## src/rtl/sst_pkg.sv

```systemverilog
// sst_pkg: item types, command and status codes and cell control for sorted_set_table.
// No dependencies; imported by sst_cell and sorted_set_table.
package sst_pkg;

    localparam int CAPACITY_DEF = 16;

    localparam int VALUE_W = 32;
    localparam int INDEX_W = 4;
    localparam int COUNT_W = 5;

    // Command codes
    localparam logic [2:0] CMD_INSERT = 3'd0;
    localparam logic [2:0] CMD_FIND   = 3'd1;
    localparam logic [2:0] CMD_ERASE  = 3'd2;
    localparam logic [2:0] CMD_CLEAR  = 3'd3;
    localparam logic [2:0] CMD_READ   = 3'd4;

    // Status codes
    localparam logic [2:0] ST_OK      = 3'd0;
    localparam logic [2:0] ST_DUP     = 3'd1;
    localparam logic [2:0] ST_FULL    = 3'd2;
    localparam logic [2:0] ST_MISSING = 3'd3;
    localparam logic [2:0] ST_RANGE   = 3'd4;

    typedef struct packed {
        logic [2:0]                command;
        logic signed [VALUE_W-1:0] value;
        logic [INDEX_W-1:0]        index;
    } req_item_t;

    typedef struct packed {
        logic                      found;
        logic [INDEX_W-1:0]        position;
        logic signed [VALUE_W-1:0] element;
        logic [COUNT_W-1:0]        count;
        logic                      is_empty;
        logic [2:0]                status;
    } rsp_item_t;

    typedef enum logic [1:0] {
        SHIFT_HOLD,
        SHIFT_UP,
        SHIFT_DOWN
    } shift_t;

    // Broadcast to every cell of the chain
    typedef struct packed {
        shift_t                    op;
        logic signed [VALUE_W-1:0] value;
    } cell_ctl_t;

endpackage

```

## src/rtl/sorted_set_table.sv

```systemverilog
// sorted_set_table: bounded ascending set of signed 32-bit values built as a chain
// of sst_cell slots. Depends on sst_pkg and sst_cell.
//
// Usage:
//   req channel (req_valid/req_ready/req) carries one command item: insert, find,
//   erase, clear or read_at. rsp channel (rsp_valid/rsp_ready/rsp) returns exactly
//   one result item per command, with found, position, element, count, is_empty
//   and status.
//   The result is registered and appears in the cycle after the command is taken.
//   Throughput: one command per cycle while rsp_ready is high; each slot compares
//   against the value at once and the chain shifts by one place in the same cycle.
//   The set holds up to CAPACITY values; position and count are reported masked
//   to their 4 and 5 bit fields.
//   Reset: the count goes to zero, so the set is empty; slot contents are only
//   ever read below the count and need no clearing.
//   Stall: while a result waits on rsp_ready low, req_ready is low too; a new
//   command is taken in the cycle the waiting result leaves.
//   Duplicate inserts and inserts into a full set leave the set untouched and
//   are flagged in status.
module sorted_set_table #(
    parameter int CAPACITY = sst_pkg::CAPACITY_DEF
) (
    input  logic               clk,
    input  logic               rst_n,
    input  logic               req_valid,
    output logic               req_ready,
    input  sst_pkg::req_item_t req,
    output logic               rsp_valid,
    input  logic               rsp_ready,
    output sst_pkg::rsp_item_t rsp
);
    import sst_pkg::*;

    localparam int CW = $clog2(CAPACITY + 1);
    localparam int RD = (CAPACITY < (1 << INDEX_W)) ? CAPACITY : (1 << INDEX_W);

    logic [CW-1:0]    count_reg, count_next;
    logic             rsp_valid_reg;
    rsp_item_t        rsp_reg, rsp_next;

    cell_ctl_t        ctl;
    logic             accept;
    logic             hit, full, idx_ok;
    logic [INDEX_W-1:0] pos;
    logic signed [VALUE_W-1:0] read_elem;
    logic [CW+COUNT_W-1:0] count_wide;

    logic signed [VALUE_W-1:0] entry_w [CAPACITY];
    logic [CAPACITY-1:0]       less_w;
    logic [CAPACITY-1:0]       eq_w;
    logic [CAPACITY-1:0]       first_w;

    assign req_ready = !rsp_valid_reg || rsp_ready;
    assign accept    = req_valid && req_ready;
    assign rsp_valid = rsp_valid_reg;
    assign rsp       = rsp_reg;

    // ---- cell chain ----
    genvar gi;
    generate
        for (gi = 0; gi < CAPACITY; gi++)
        begin : g_cell
            localparam logic [CW-1:0] CELL_IDX = CW'(gi);
            logic                      occ;
            logic                      l_less;
            logic signed [VALUE_W-1:0] l_entry;
            logic signed [VALUE_W-1:0] r_entry;

            assign occ = CELL_IDX < count_reg;

            if (gi == 0)
            begin : g_first
                assign l_less  = 1'b1;
                assign l_entry = '0;
            end
            else
            begin : g_mid
                assign l_less  = less_w[gi-1];
                assign l_entry = entry_w[gi-1];
            end

            if (gi == CAPACITY - 1)
            begin : g_last
                assign r_entry = '0;
            end
            else
            begin : g_inner
                assign r_entry = entry_w[gi+1];
            end

            sst_cell u_cell (
                .clk         (clk),
                .ctl         (ctl),
                .occupied    (occ),
                .left_less   (l_less),
                .left_entry  (l_entry),
                .right_entry (r_entry),
                .entry       (entry_w[gi]),
                .less        (less_w[gi]),
                .eq          (eq_w[gi]),
                .first_ge    (first_w[gi])
            );
        end
    endgenerate

    // ---- match, position and read_at selection ----
    always_comb
    begin
        pos = '0;
        for (int i = 0; i < CAPACITY; i++)
        begin
            if (first_w[i])
            begin
                pos = pos | INDEX_W'(i);
            end
        end
    end

    always_comb
    begin
        read_elem = '0;
        for (int j = 0; j < RD; j++)
        begin
            if (req.index == INDEX_W'(j))
            begin
                read_elem = read_elem | entry_w[j];
            end
        end
    end

    assign hit    = |eq_w;
    assign full   = (count_reg == CW'(CAPACITY));
    assign idx_ok = ({{CW{1'b0}}, req.index} < {{INDEX_W{1'b0}}, count_reg});

    // shift command broadcast to the chain
    always_comb
    begin
        ctl.value = req.value;
        ctl.op    = SHIFT_HOLD;
        if (accept && req.command == CMD_INSERT && !hit && !full)
        begin
            ctl.op = SHIFT_UP;
        end
        else if (accept && req.command == CMD_ERASE && hit)
        begin
            ctl.op = SHIFT_DOWN;
        end
    end

    // ---- count and result ----
    always_comb
    begin
        count_next        = count_reg;
        rsp_next.found    = 1'b0;
        rsp_next.position = '0;
        rsp_next.element  = '0;
        rsp_next.status   = ST_OK;

        case (req.command)
            CMD_INSERT:
            begin
                if (hit)
                begin
                    rsp_next.found    = 1'b1;
                    rsp_next.position = pos;
                    rsp_next.status   = ST_DUP;
                end
                else if (full)
                begin
                    rsp_next.status = ST_FULL;
                end
                else
                begin
                    rsp_next.position = pos;
                    count_next        = count_reg + CW'(1);
                end
            end
            CMD_FIND:
            begin
                if (hit)
                begin
                    rsp_next.found    = 1'b1;
                    rsp_next.position = pos;
                end
                else
                begin
                    rsp_next.status = ST_MISSING;
                end
            end
            CMD_ERASE:
            begin
                if (hit)
                begin
                    rsp_next.found    = 1'b1;
                    rsp_next.position = pos;
                    count_next        = count_reg - CW'(1);
                end
                else
                begin
                    rsp_next.status = ST_MISSING;
                end
            end
            CMD_CLEAR:
            begin
                count_next = '0;
            end
            CMD_READ:
            begin
                if (idx_ok)
                begin
                    rsp_next.found    = 1'b1;
                    rsp_next.position = req.index;
                    rsp_next.element  = read_elem;
                end
                else
                begin
                    rsp_next.status = ST_RANGE;
                end
            end
            default:
            begin
                count_next = count_reg;
            end
        endcase

        count_wide        = {{COUNT_W{1'b0}}, count_next};
        rsp_next.count    = count_wide[COUNT_W-1:0];
        rsp_next.is_empty = (count_next == '0);
    end

    always_ff @(posedge clk or negedge rst_n)
    begin
        if (!rst_n)
        begin
            count_reg     <= '0;
            rsp_valid_reg <= 1'b0;
        end
        else
        begin
            if (accept)
            begin
                count_reg     <= count_next;
                rsp_valid_reg <= 1'b1;
            end
            else if (rsp_ready)
            begin
                rsp_valid_reg <= 1'b0;
            end
        end
    end

    always_ff @(posedge clk)
    begin
        if (accept)
        begin
            rsp_reg <= rsp_next;
        end
    end

`ifndef NO_ASSERTIONS
    // count never runs past the chain length
    a_count_bound: assert property (@(posedge clk) disable iff (!rst_n)
        count_reg <= CW'(CAPACITY))
        else $error("count exceeds capacity");

    // at most one boundary slot in the chain
    a_first_onehot: assert property (@(posedge clk) disable iff (!rst_n)
        $onehot0(first_w))
        else $error("more than one boundary slot");

    // a waiting result agrees with the held count
    a_empty_flag: assert property (@(posedge clk) disable iff (!rst_n)
        rsp_valid_reg |-> (rsp_reg.is_empty == (count_reg == '0)))
        else $error("is_empty disagrees with count");

    // a duplicate insert must not change the count
    a_dup_stable: assert property (@(posedge clk) disable iff (!rst_n)
        (accept && req.command == CMD_INSERT && hit) |=> $stable(count_reg))
        else $error("duplicate insert changed count");
`endif

endmodule

```

## src/rtl/sst_cell.sv

```systemverilog
// sst_cell: one slot of the sorted chain; compares against the broadcast value
// and shifts with its neighbours. Depends on sst_pkg.
module sst_cell (
    input  logic                               clk,
    input  sst_pkg::cell_ctl_t                 ctl,
    input  logic                               occupied,
    input  logic                               left_less,
    input  logic signed [sst_pkg::VALUE_W-1:0] left_entry,
    input  logic signed [sst_pkg::VALUE_W-1:0] right_entry,
    output logic signed [sst_pkg::VALUE_W-1:0] entry,
    output logic                               less,
    output logic                               eq,
    output logic                               first_ge
);
    import sst_pkg::*;

    logic signed [VALUE_W-1:0] entry_reg;

    assign less     = occupied && (entry_reg < ctl.value);
    assign eq       = occupied && (entry_reg == ctl.value);
    // boundary of the thermometer: first slot not below the value
    assign first_ge = !less && left_less;
    assign entry    = entry_reg;

    always_ff @(posedge clk)
    begin
        case (ctl.op)
            SHIFT_UP:
            begin
                if (!less)
                begin
                    entry_reg <= left_less ? ctl.value : left_entry;
                end
            end
            SHIFT_DOWN:
            begin
                if (!less)
                begin
                    entry_reg <= right_entry;
                end
            end
            default:
            begin
                entry_reg <= entry_reg;
            end
        endcase
    end

endmodule
```

## config.mk

```make
export PLATFORM = sky130hd
export DESIGN_NAME = sorted_set_table
export DESIGN_NICKNAME = d
export VERILOG_FILES = /design/src/rtl/sst_pkg.sv /design/src/rtl/sorted_set_table.sv /design/src/rtl/sst_cell.sv
export SDC_FILE = /design/constraint.sdc
export NUM_CORES = 2
export LEC_CHECK = 0
export BUFFER_PORTS_ARGS = -buffer_cell sky130_fd_sc_hd__buf_2
export CORE_UTILIZATION = 25
export CTS_CLUSTER_DIAMETER = 200
export DETAILED_ROUTE_END_ITERATION = 8
export GPL_TIMING_DRIVEN = 0
export HOLD_SLACK_MARGIN = 0.05
export PLACE_DENSITY = 0.44
export SLEW_MARGIN = 30
export SYNTH_ARGS = -nofsm -noshare
export SYNTH_HDL_FRONTEND = slang
export SYNTH_SLANG_ARGS = --single-unit
```

## constraint.sdc

```tcl
create_clock -name clk -period 6.5 [get_ports clk]
set_input_delay 0.65 -clock clk [delete_from_list [all_inputs] [get_ports clk]]
set_output_delay 0.65 -clock clk [all_outputs]
set_load 0.01 [all_outputs]
```

* Word level (Yosys, flattened, before mapping) *
Index checks and enable logic that the tools add are counted.

word-level totals
  input bits = 43
  latch bits = 0
  logic and storage cells = 353
  output and inout port bits = 48
  register bits = 564
  memory bits (read-only) = 0
  RAM bits = 0
  memories kept = 0

operators by class
  shifts and indexed selects = 0
  reduce and logical (&&, ||, !) cells = 96
  multiplexer cells = 113
  order comparisons = 33
  divide/modulo/power cells = 0
  multiply operators = 0
  add/sub/neg operators = 2
  bitwise gates (word level) = 15
  eq/ne operators = 70

operators with widths
  cell                count
  $mux 32             63
  $pmux 32 s2         16
  $eq 32x32->1        16
  $lt 32x32->1        16
  $or 32x32->32       15
  $ne 2x2->1 const B  32
  $logic_and 1x1->1   53
  $reduce_and 3->1    16
  $lt 4x5->1 const A  8
  $mux 4              10
  $mux 37             1
  $eq 4x4->1 const B  8
  $pmux 5 s3          2
  $lt 3x5->1 const A  4
  $mux 5              4
  $logic_not 1->1     18
  $eq 4x3->1 const B  4
  $reduce_or 16->1    1
  $mux 3              5
  $mux 2              7
  $lt 1x5->1 const A  2
  $lt 2x5->1 const A  2
  $pmux 3 s3          1
  $eq 4x2->1 const B  2
  18 further kinds    23

* Logic depth before layout (Yosys ltp) *
  depth after elaboration = 34
  depth in mapped cells = 14
  mapped depth without buffers = 11

* Hierarchy *
Synthesis repeated with hierarchy kept, for this count alone.

unflattened totals
  cells, all modules = 4,860
  area, all modules = 45,250.9 um2

by module, submodules not included
  module                            instances  area each (um2)  seq. area each (um2)  cells each
  sst_cell at g_cell[0].u_cell ...  12         2,492.4          960.9                 267
  sst_cell at g_cell[6].u_cell ...  4          2,496.1          960.9                 263
  sorted_set_table                  1          5,357.6          1,531.5               604

* Worst setup path before layout *
Ideal clock, no wire load.

  kind = input -> register
  start point = input req[35] in the netlist's numbering
  end point = register g_cell[5].u_cell.entry_reg[0], enable pin
  slack = 0.573 ns
  buffers on the path = 1
  stages = 11
  arrival time = 5.466 ns
  cell sequence = inv_1 clkbuf_1 ha_1 nand4_1 nor4_1 nand4_1 o2111ai_1 nor4_4 nor3_1 o21ai_0 nor3_1

between the ends
  longest elaborated chain between the ends = 10

ends and longest elaborated chain
  element                                                           RTL line                 source
  from (decl)                                                       sorted_set_table.sv:27   input sst_pkg::req_item_t req,
  $eq 32x32->1                                                      sst_cell.sv:20           assign eq = occupied && (entry_reg == ctl.value);
  $logic_and 1x1->1                                                 sst_cell.sv:20
  $reduce_or 16->1                                                  sorted_set_table.sv:131  assign hit = |eq_w;
  $logic_not 1->1                                                   sorted_set_table.sv:140  if (accept && req.command == CMD_INSERT && !hit && !full)
  $logic_and 1x1->1 (2 in series)                                   sorted_set_table.sv:140
  $mux 2                                                            sorted_set_table.sv:140
  $eq 2x2->1 or $eq 2x1->1 (tied branches)                          sst_cell.sv:27           case (ctl.op)
  $ne 2x2->1 (no source line) or $reduce_bool 2->1 (tied branches)  --
  $reduce_and 3->1 (no source line) *                               --
  to (signal assigned)                                              sst_cell.sv:32           entry_reg <= left_less ? ctl.value : left_entry;
  to (signal assigned)                                              sst_cell.sv:39           entry_reg <= right_entry;
  to (signal assigned)                                              sst_cell.sv:44           entry_reg <= entry_reg;
  to (decl)                                                         sst_cell.sv:17           logic signed [VALUE_W-1:0] entry_reg;

Every way passes the cells marked *; elsewhere a longest branch is shown, timed or not.
A chain may end at the register's enable or synchronous reset.

* Worst setup path in the final report *
  start point = input req[18] in the netlist's numbering
  end point = register g_cell[11].u_cell.entry_reg[4], enable pin

between the ends
  longest elaborated chain between the ends = 10

ends and longest elaborated chain
  element                                                           RTL line
  $eq 32x32->1                                                      sst_cell.sv:20
  $logic_and 1x1->1                                                 sst_cell.sv:20
  $reduce_or 16->1                                                  sorted_set_table.sv:131
  $logic_not 1->1                                                   sorted_set_table.sv:140
  $logic_and 1x1->1 (2 in series)                                   sorted_set_table.sv:140
  $mux 2                                                            sorted_set_table.sv:140
  $eq 2x2->1 or $eq 2x1->1 (tied branches)                          sst_cell.sv:27
  $ne 2x2->1 (no source line) or $reduce_bool 2->1 (tied branches)  --
  $reduce_and 3->1 (no source line) *                               --
  to (signal assigned)                                              sst_cell.sv:32
  to (signal assigned)                                              sst_cell.sv:39
  to (signal assigned)                                              sst_cell.sv:44
  to (decl)                                                         sst_cell.sv:17

Marked as above.

==> metrics.txt <==
largest fanout of any net on the critical path=18; Final setup violation count=0; number of remaining DRC errors=0; total overflow reported by the global router=0; multi-input combinational cell area=between 0.02 and 0.025 mm2; top cells by area, synth=edfxtp_1 (40%), ha_1 (15%), a21oi_1 (12%), nor2_1 (7.0%), mux2i_1 (4.2%); die height=between 400 and 500 um; area added between synthesis and finish=18.6%; post-synth design cell area=~0.042 mm2; clock period minus worst slack=6.36 ns; I/O pin cnt=91; total clock buffers created by CTS=79; detailed-route via count=about 42000; Layout Utilization=~30%; Setup crit end kind=register; met3 wire length=between 20 and 30 mm; start point of the critical path=req[18]; DPL Wire Length=roughly 190 mm; maximum number of pins on one net before global-route repair=32; number of port buffers=between 80 and 90; endpoints failing hold=0; sum of negative setup slack=0 ns; biggest area consumer among synthesized cells=edfxtp_1; RSZ-0062 raised after global routing=no; core region area=approximately 0.17 mm2; clk root buf=clkbuf_16; count of H-tree levels built during CTS=3; number of buffers on the longest clock path=3; layout cells sized above 1=10.9%; hold path start=req_valid; number of distinct library cell variants in the gate-level netlist after synthesis=71; sort of element at the start of the critical path=input pin; DR WL met2=104 mm; initial cell density of the core=25.2%; most numerous cell types in the synthesized netlist=a21oi_1 (984), nor2_1 (785), edfxtp_1 (558), ha_1 (518), mux2i_1 (175); number of DRC violations after detailed-routing iteration 0=roughly 6100; total of max-cap violations=0; flip-flop count of the largest register, all copies and words added=just over 500; routed length on met1=~100 mm; final max-slew violation count=0; Filler Cell Count=between 15000 and 20000; number of enable flip-flop cells after synthesis=558; power per unit of standard cell area=around 240 mW/mm2; cells after synthesis=4557; top layer in use=met5; count of antenna-violating nets left after detailed routing=0; Via-to-Cell Ratio=between 5 and 6; number of flip-flops and latches in the synthesized netlist=between 500 and 600; CTS tree=built; area used by sequential logic in the layout=0.0169 mm2; Mapped Nets=roughly 5100; crit path DAT=~6.8 ns; Net count, final=5366; leading register cell type out of synthesis=edfxtp_1; GRT Total Usage=approximately 28%; share of Yosys cell area claimed by the top area cell type=between 30% and 40%; power consumption=roughly 12 mW; Yosys warnings=0; FP Rows=150; via count of the first global-routing pass=about 39000; Slew Limit Headroom=between 20% and 30%; post-detailed-routing wire length=~250 mm; clock-pin slew on the worst setup and hold paths=about 0.060 ns; Period Utilization, post-route=between 90% and 100%; Post-Route Skew=approximately 0.055 ns; final weighted congestion of routability-driven global placement=between 1 and 1.5; antenna violations before repair=20; peak supply drop=0.000155 V; die width=413 um; transition time at the pin with the least slew margin=between 1 and 1.5 ns; maximum achievable frequency=0.157 GHz; CTS sink count=between 500 and 600; first-pass GRT wire length=between 300 and 400 mm; drt wl/cell=roughly 35 um; static power due to leakage=approximately 19 nW; required time reported for the critical path endpoint=between 6 and 7 ns; startpoint of the worst register-to-register path=g_cell[11].u_cell.entry[7]$_DFFE_PP_; leading cell type by number of instances after synthesis=a21oi_1; average cell area after synthesis=about 9 um2; sequential element share of the synthesized area=about two fifths; status=complete, no violations; kind of path behind the tightest hold check=input pin to register; router iterations before antenna repair=8; insertion delay to the later sink of the worst-skew pair=between 0.7 and 0.8 ns; die outline area=~0.17 mm2; proportion of register bits with asynchronous set or reset after synthesis=around 1.1%; critical path type=input pin to register
## where the power goes
| part | switching (mW) | total (mW) | internal (mW) |
|---|---|---|---|
| clock network | 1.95 | 4.47 | 2.52 |
| registers | 0.165 | 4.42 | 4.26 |
| logic | 2.29 | 3.35 | 1.06 |
| total | 4.40 | 12.2 | 7.84 |
## worst max-delay path, stage by stage
cell      delay (ns)
buf_2           0.23
inv_1           0.09
clkbuf_2        0.25
buf_16          0.23
ha_1            0.31
nand4_1         0.16
nor3_1          0.56
a21boi_0        0.53
a2111o_1        0.41
a221oi_1        0.24
mux2i_1         0.68
clkbuf_1        0.71
clkbuf_1        0.79
nor2b_4         0.63
buf_16          0.24
## stage by stage
| step | cell area [um2] | setup slack (ns) | instances | hold slack (ns) |
|---|---|---|---|---|
| 3_5_place_dp | 47500 | -0.247 | 6927 | 0.489 |
| 6_report | 50100 | 0.137 | 7077 | 0.151 |
| 4_1_cts | 50000 | 0.466 | 7072 | 0.108 |
| 5_1_grt | 50000 | 0.350 | 7073 | 0.148 |
| 3_3_place_gp | 45400 | -6.50 | 6848 | 0.485 |
| 2_1_floorplan | 42200 | 0.573 | 4557 | 0.354 |
## kinds of logic after synthesis
| kind of cell | after synthesis | synth area share (%) |
|---|---|---|
| adder cells (fa/ha/maj) | 518 | 15.4 |
| AO/OA/AOI/OAI | 1572 | 22.1 |
| buffers and inverters | 365 | 3.65 |
| flip-flops | 564 | 40.1 |
| AND/OR/NAND/NOR | 1353 | 14.4 |
| XOR/XNOR | 1 | 0.0208 |
| multiplexers | 184 | 4.40 |
## metal layers
metal / global-route usage, % / vias to the layer above
li1: - / 17900
met1: 36.9 / 20900
met2: 41.5 / 2620
met3: 7.75 / 551
met4: 16.1 / 10
met5: 0 / -
## cell type report
cell class | count | share of cell area [%]
flip-flops and latches | 564 | 33.8
multi-input cells | 3628 | 47.9
repair buffers | 167 | 4.50
plain buffers | 303 | 2.78
well taps | 2204 | 5.51
inverters | 62 | 0.475
diodes | 5 | 0.0250
clock buffers | 95 | 4.24
clock inverters | 49 | 0.750
## path summary, 6_finish.rpt
kind                                                   endpoint  slack (ns)  cells after the start
setup / recovery           g_cell[11].u_cell.entry[4]$_DFFE_PP_        0.14                     15
min in group asynchronous              count_reg[3]$_DFFE_PN0P_        0.30                      2
hold reg to reg                           rsp_valid$_DFFE_PN0P_        0.54                      2
max in group asynchronous                 rsp_valid$_DFFE_PN0P_        6.05                      2
setup reg to reg           g_cell[11].u_cell.entry[4]$_DFFE_PP_        0.26                     11
hold / removal                            rsp_valid$_DFFE_PN0P_        0.15                      2
## placed cells by master (no fill, tap or decap), types with 10 or more instances in the layout
cell,count
a211oi_1,13
a21o_1,75
a21oi_1,981
a221oi_1,99
a22o_1,97
a22oi_1,66
a31oi_1,37
and3_1,38
and4_1,14
buf_12,11
buf_16,53
buf_2,208
buf_4,13
clkbuf_1,119
clkbuf_16,83
clkbuf_2,65
clkinv_1,21
clkinv_2,17
edfxtp_1,558
ha_1,518
inv_1,61
mux2i_1,173
nand2_1,163
nand2b_1,20
nand3_1,52
nand4_1,120
nor2_1,776
nor2b_1,33
nor3_1,63
nor4_1,10
o211ai_1,15
o21a_1,16
o21ai_0,96
o21ai_1,10
## timing repair
action                                 CTS  global route
setup buffers                            0             0
endpoints found under the hold margin    6             0
hold buffers                             1             0
gates resized for setup                  0             0
Note: power is estimated with default switching activity, not from simulation.
